[src/hdl/ezq_pkg.sv]
// Package with the shared types, constants and functions of the quaternion unit.
`timescale 1ns / 1ps
package ezq_pkg;

    localparam int CORDIC_STEPS = 31;
    localparam int CW = 34;
    localparam int PW = 2 * CW;

    typedef logic signed [CW-1:0] word_t;

    typedef struct packed {
        word_t x;
        word_t y;
        word_t z;
    } rot_t;

    typedef struct packed {
        rot_t a;
        rot_t b;
        rot_t c;
    } triple_t;

    localparam word_t GAIN_INV_Q30 = 34'sd652032874;
    localparam logic [30:0] PI_Q29 = 31'd1686629713;

    function automatic word_t atan_step(input int i);
        word_t v;
        v = '0;
        case (i)
            0: v = 34'sd843314857;
            1: v = 34'sd497837829;
            2: v = 34'sd263043837;
            3: v = 34'sd133525159;
            4: v = 34'sd67021687;
            5: v = 34'sd33543516;
            6: v = 34'sd16775851;
            7: v = 34'sd8388437;
            8: v = 34'sd4194283;
            9: v = 34'sd2097149;
            10: v = 34'sd1048576;
            default: v[30-i] = 1'b1;
        endcase
        return v;
    endfunction

    function automatic rot_t rotate(input rot_t r, input int i);
        rot_t o;
        word_t dx;
        word_t dy;
        dx = r.y >>> i;
        dy = r.x >>> i;
        if (!r.z[CW-1])
        begin
            o.x = r.x - dx;
            o.y = r.y + dy;
            o.z = r.z - atan_step(i);
        end
        else
        begin
            o.x = r.x + dx;
            o.y = r.y - dy;
            o.z = r.z + atan_step(i);
        end
        return o;
    endfunction

    function automatic word_t mul_q30(input word_t a, input word_t b);
        logic signed [PW-1:0] p;
        p = a * b;
        p = p + (PW'(1) <<< 29);
        p = p >>> 30;
        return p[CW-1:0];
    endfunction

endpackage

[src/hdl/ezq_prep.sv]
// Input stage that turns three binary angles into CORDIC start vectors.
`timescale 1ns / 1ps
module ezq_prep #(
    parameter int ANGLE_BITS = 16
) (
    input  logic clk,
    input  logic rst_n,
    input  logic in_valid,
    output logic in_ready,
    input  logic signed [ANGLE_BITS-1:0] alpha,
    input  logic signed [ANGLE_BITS-1:0] beta,
    input  logic signed [ANGLE_BITS-1:0] gamma,
    output logic out_valid,
    input  logic out_ready,
    output ezq_pkg::triple_t out_data
);
    localparam int SH = ANGLE_BITS - 1;
    localparam int MW = ANGLE_BITS + 32;

    logic valid_reg;
    logic [2:0] neg_reg;
    logic [MW-1:0] prod_reg [3];
    logic [MW-1:0] prod_next [3];
    logic signed [ANGLE_BITS-1:0] ang [3];
    ezq_pkg::word_t z [3];

    assign ang[0] = alpha;
    assign ang[1] = beta;
    assign ang[2] = gamma;
    assign in_ready = !valid_reg || out_ready;
    assign out_valid = valid_reg;

    always_comb
    begin
        for (int k = 0; k < 3; k++)
        begin
            logic [ANGLE_BITS-1:0] mag;
            logic [MW-1:0] r;
            mag = ang[k][ANGLE_BITS-1] ? ANGLE_BITS'(-ang[k]) : ANGLE_BITS'(ang[k]);
            prod_next[k] = MW'(mag) * MW'(ezq_pkg::PI_Q29);
            r = (prod_reg[k] + (MW'(1) << (SH - 1))) >> SH;
            z[k] = neg_reg[k] ? -ezq_pkg::word_t'(r[31:0]) : ezq_pkg::word_t'(r[31:0]);
        end
    end

    always_ff @(posedge clk or negedge rst_n)
    begin
        if (!rst_n)
        begin
            valid_reg <= 1'b0;
        end
        else if (in_ready)
        begin
            valid_reg <= in_valid;
        end
    end

    always_ff @(posedge clk)
    begin
        if (in_ready && in_valid)
        begin
            for (int k = 0; k < 3; k++)
            begin
                prod_reg[k] <= prod_next[k];
                neg_reg[k] <= ang[k][ANGLE_BITS-1];
            end
        end
    end

    always_comb
    begin
        out_data.a.x = ezq_pkg::GAIN_INV_Q30;
        out_data.a.y = '0;
        out_data.a.z = z[0];
        out_data.b.x = ezq_pkg::GAIN_INV_Q30;
        out_data.b.y = '0;
        out_data.b.z = z[1];
        out_data.c.x = ezq_pkg::GAIN_INV_Q30;
        out_data.c.y = '0;
        out_data.c.z = z[2];
    end
endmodule

[config.mk]
export PLATFORM = sky130hd
export DESIGN_NAME = ezq_prep
export DESIGN_NICKNAME = d
export VERILOG_FILES = /design/src/hdl/ezq_pkg.sv /design/src/hdl/ezq_prep.sv
export SDC_FILE = /design/constraint.sdc
export NUM_CORES = 2
export LEC_CHECK = 0
export BUFFER_PORTS_ARGS = -buffer_cell sky130_fd_sc_hd__buf_2
export CORE_ASPECT_RATIO = 1.4
export CORE_MARGIN = 5
export CORE_UTILIZATION = 45
export DETAILED_ROUTE_END_ITERATION = 7
export GPL_ROUTABILITY_DRIVEN = 0
export RECOVER_POWER = 100
export SYNTH_ARGS = -nofsm -noshare
export SYNTH_HDL_FRONTEND = slang
export SYNTH_SLANG_ARGS = --single-unit
export TNS_END_PERCENT = 10
[constraint.sdc]
create_clock -name clk -period 3.6 [get_ports clk]
set_input_delay 0.36 -clock clk [delete_from_list [all_inputs] [get_ports clk]]
set_output_delay 0.36 -clock clk [all_outputs]
set_load 0.005 [all_outputs]
### Yosys cells after proc, flatten, opt, wreduce, memory -nomap -nowiden

Memory sizes are Yosys's and may differ from the RTL's.
Index checks and enable logic that the tools add are counted.

| storage, ports and cells | value |
|---|---|
| bits in registers | 4 |
| RAM bits | 141 |
| input bits | 52 |
| output and inout port bits | 308 |
| logic and storage cells | 26 |
| memories | 1 |

| cells by class | value |
|---|---|
| add/subtract/negate cells | 9 |
| multiply operators | 3 |
| mux-type cells | 8 |
| reductions and logical operators | 3 |

Memory list:

| name | words | width | read ports | clocked after memory_dff | wr ports | line | source |
|---|---|---|---|---|---|---|---|
| prod_reg | 3 | 47 | 3 | 0 | 3 | ezq_prep.sv:22 | `logic [MW-1:0] prod_reg [3];` |

Operators by type and width:

| operator | count |
|---|---|
| 47-bit by 15-bit adder with 47-bit output (second input constant) | 3 |
| 16-bit by 31-bit multiplier with 47-bit output (second input constant) | 3 |
| 34-bit 2-to-1 mux | 3 |
| 32-bit negator with 34-bit output | 3 |
| 16-bit 2-to-1 mux | 3 |
| 16-bit negator | 3 |
| 1-bit 2-to-1 mux | 2 |
| 1-bit logical AND | 1 |
| 1-bit logical NOT | 1 |
| 1-bit logical OR | 1 |

### Depth between registers and ports, before layout

| depth | value |
|---|---|
| depth after elaboration | 5 |
| depth in mapped cells | 31 |

### Least setup slack after synthesis

OpenSTA, ideal clock, no wires.

| timing | value |
|---|---|
| path kind | in2reg |
| from | in alpha[5] |
| to | mem prod_reg[0][46] (netlist bit) (data pin) |
| arrival time | 7.858 ns |
| setup slack | -4.518 ns |
| cell stages on the path | 29 |
| cells stage by stage | nor4_1 nand3_1 or3_1 nor4b_1 inv_1 fa_1 inv_1 ha_1 a21o_1 fa_1 inv_1 fa_1 inv_1 fa_1 inv_1 fa_1 inv_1 ha_1 clkbuf_1 a21oi_1 o21ai_0 o41ai_1 nand3b_1 a211oi_1 nor3_1 nor3_1 a31oi_1 a21oi_1 xnor2_1 |

RTL lines:

| what | line | source |
|---|---|---|
| from (decl) | ezq_prep.sv:10 | `input logic signed [ANGLE_BITS-1:0] alpha,` |
| to (decl) | ezq_prep.sv:22 |  |

==> run_results.csv <==
group,metric,value,unit
floorplan,core_area,71410,sq um
clock_tree,htree_levels,3,
routing,drtPass1Iterations,5,
clock_tree,clk_path_buf_depth,2,
cells_and_area,nNetsFinal,5402,
timing,slew_headroom,-39.35,%
global_route,grt_usage,22.42,%
yosys,synth-seq-cells,103,
yosys,synth_cells,3469,
timing,max_slew.worst_pin.slew,2.089,ns
routing,drtIter0Drc,824,
critical_path,critPathKind,"input pin to flip-flop",
floorplan,start_util,45.39,%
critical_path,worstPathArrival,7.02,ns
global_route,grt_pass1_vias,27880,
global_route,use_met2,44.03,%
cells_and_area,antenna_cells,0,
job,maxCapViolCount,1,
critical_path,cp_max_fo,3,
routing,ant_nets,0,
timing,final.setup_skew,0.02130,ns
yosys,yosysSeqAreaShare,9.528,%
routing,vias_per_cell,4.901,
routing,dr_total_vias,26060,
global_route,grt_busiest_layer,"met2",
timing,rsz0062_at_grt,"yes",
clock_tree,cts_tree,"built",
cells_and_area,largest_register_ffs,99,
placement,hpwl,78170,microns
cells_and_area,fin_area,42190,sq um
floorplan,fp.dieH,327.5,microns
global_route,use_met1,24.82,%
cells_and_area,layout-drive-gt1-share,31.02,%
cells_and_area,fill_cells,6279,
outcome,failed_checks,"capacitance limit, slew limit, setup timing",
clock_tree,clk_latency,0.39,ns
critical_path,slowest_delay,0.56,ns
yosys,netlist-cell-type-count,86,
placement,place_area,39320,sq um
timing,period_needed,6.863,ns
clock_tree,cts_sinks,103,
routing,wirelength,88290,microns
clock_tree,cts_buffers,9,
floorplan,die_x,236.8,microns
floorplan,placement_rows,116,
timing,report.final.slew_viol_count,29,
critical_path,end_kind,"flip-flop",
routing,route.detailed.drc,0,
yosys,avgSynthCellArea,9.343,sq um
yosys,async_flop_share,0.9709,%
yosys,synth_edf_count,102,
clock_tree,root_buffer,"clkbuf_16",
critical_path,required,3.75,ns
cells_and_area,area_delta_synth_final,30.16,%
worst_hold_path,hold_class,"input pin to flip-flop",
outcome,status,"finished, violations left",
critical_path,critPathLaunchType,"input pin",
global_route,antenna_found_initial,1,
yosys,ys_warn_count,0,
timing,setup_slack,-3.263,ns
global_route,grt_pass1_wl,140500,microns
placement,numPortBuffers,155,
floorplan,dieArea,77570,sq um
timing,setup_viol,127,
routing,avgRoutedWirePerCell,16.61,microns
global_route,grt_max_degree,46,
global_route,grt_remaining_overflow,0,
critical_path,path_common_cell,"fa_1",
floorplan,io_pins,360,
timing,finalHoldViolations,0,
yosys,syn-cell-area,32410,sq um
critical_path,ff2ff_setup_slack,0.30,ns
timing,final.period_utilization,190.6,%
global_route,grt_use_met3,1.676,%
yosys,ys.flop_type,"edfxtp_1",
critical_path,cp_slowest_cell,"or4_4",
clock_tree,clkTransAtPathRegs,0.09,ns
timing,max_freq,0.1457,GHz
-- placed cells by master (no fill, tap or decap), drive strengths merged, types with 22 or more instances in the layout --
cell type  count
xnor2        225
clkbuf        48
xor2         118
a21o          63
and3          35
a31oi         22
nor2b         29
conb         204
nand3         82
inv          707
ha           534
nor3          54
or2           22
edfxtp       102
o21ai        104
buf          900
nand2        146
nor2         109
a21oi        115
o31ai         23
fa           449
nand4         47
-- worst paths after layout --
path                                        from                          to  cells past startpoint
setup / recovery                        gamma[6]  prod_reg[0][138]$_DFFE_PP_                     30
hold / removal                          in_valid       out_valid$_DFFE_PN0N_                      2
setup reg to reg           out_valid$_DFFE_PN0N_   prod_reg[0][27]$_DFFE_PP_                      3
hold reg to reg            out_valid$_DFFE_PN0N_       out_valid$_DFFE_PN0N_                      2
max in group asynchronous                  rst_n       out_valid$_DFFE_PN0N_                      2
min in group asynchronous                  rst_n       out_valid$_DFFE_PN0N_                      2
-- cell families (layout without fill, tap and decap cells) --
kind of cell             after synthesis  in the layout  synth area share, %
AO/OA/AOI/OAI                        436            436                8.613
XOR/XNOR                             343            343                9.269
adder cells (fa/ha/maj)              983            983                48.35
buffers and inverters                959           1660                13.56
flip-flops                           103            103                9.528
multiplexers                          12             12               0.3783
other                                  2            204              0.02317
AND/OR/NAND/NOR                      631            631                10.28
-- synth_stat cells (all sizes together), types with 23 or more instances --
cell type | n | area share (%)
fa | 449 | 28
xnor2 | 225 | 6.1
xor2 | 118 | 3.2
edfxtp | 102 | 9.5
o21ai | 104 | 1.6
o31ai | 23 | 0.56
nor3 | 54 | 0.88
buf | 227 | 5.1
nor2 | 109 | 1.3
nand2 | 146 | 1.7
a21o | 63 | 1.5
inv | 704 | 8.2
and3 | 35 | 0.68
nor2b | 29 | 0.56
clkbuf | 28 | 0.32
a21oi | 115 | 1.8
ha | 534 | 21
nand3 | 82 | 1.3
nand4 | 47 | 0.93
-- worst max-delay path, delay by kind of cell --
kind                       cells  cell delay [ns]
xor gates and xnor gates       1             0.13
adders and majority gates      7             2.92
AOI/OAI and AO/OA              7             1.24
buffers and inverters          9             0.91
and+or+nand+nor                6             1.44
-- per-layer routing --
layer / wire length [microns] / up-vias
met2: 49080 / 469
met1: 32920 / 12720
met4: 3982 / 2
met5: 13 / -
met3: 2303 / 177
li1: - / 12690
-- through the flow --
step	std cells	setup TNS [ns]	utilization [%]	worst slack, ns	hold slack (ns)
2_1_floorplan	3671	-271.35	-	-3.374	0.06441
3_3_place_gp	5247	-322.09	55.06	-3.860	0.1352
3_5_place_dp	5247	-329.92	55.06	-3.942	0.1354
4_1_cts	5300	-257.62	58.10	-3.238	0.1401
5_1_grt	5316	-287.96	59.08	-3.540	0.1548
6_report	5316	-257.65	59.08	-3.263	0.1652
-- repair_timing --
item	CTS	global route
resized for setup	326	155
hold buffers	1	0
endpoints found under the setup margin	142	149
buffers inserted	37	18
pin swaps	232	122
endpoints found under the hold margin	1	0
-- final cells by class --
cell class	instances	area, sq um	area share [%]
multi-input combinational	2609	28100	66.62
timing repair buffer	940	6858	16.26
sequential	103	3088	7.320
inverter	704	2655	6.294
tap	944	1181	2.800
clock buffer	9	225.2	0.5339
clock inverter	7	75.07	0.1780
Power is left out: the tool's default activity adds up to more than one toggle a clock period on the data nets, which glitch-free logic cannot reach.
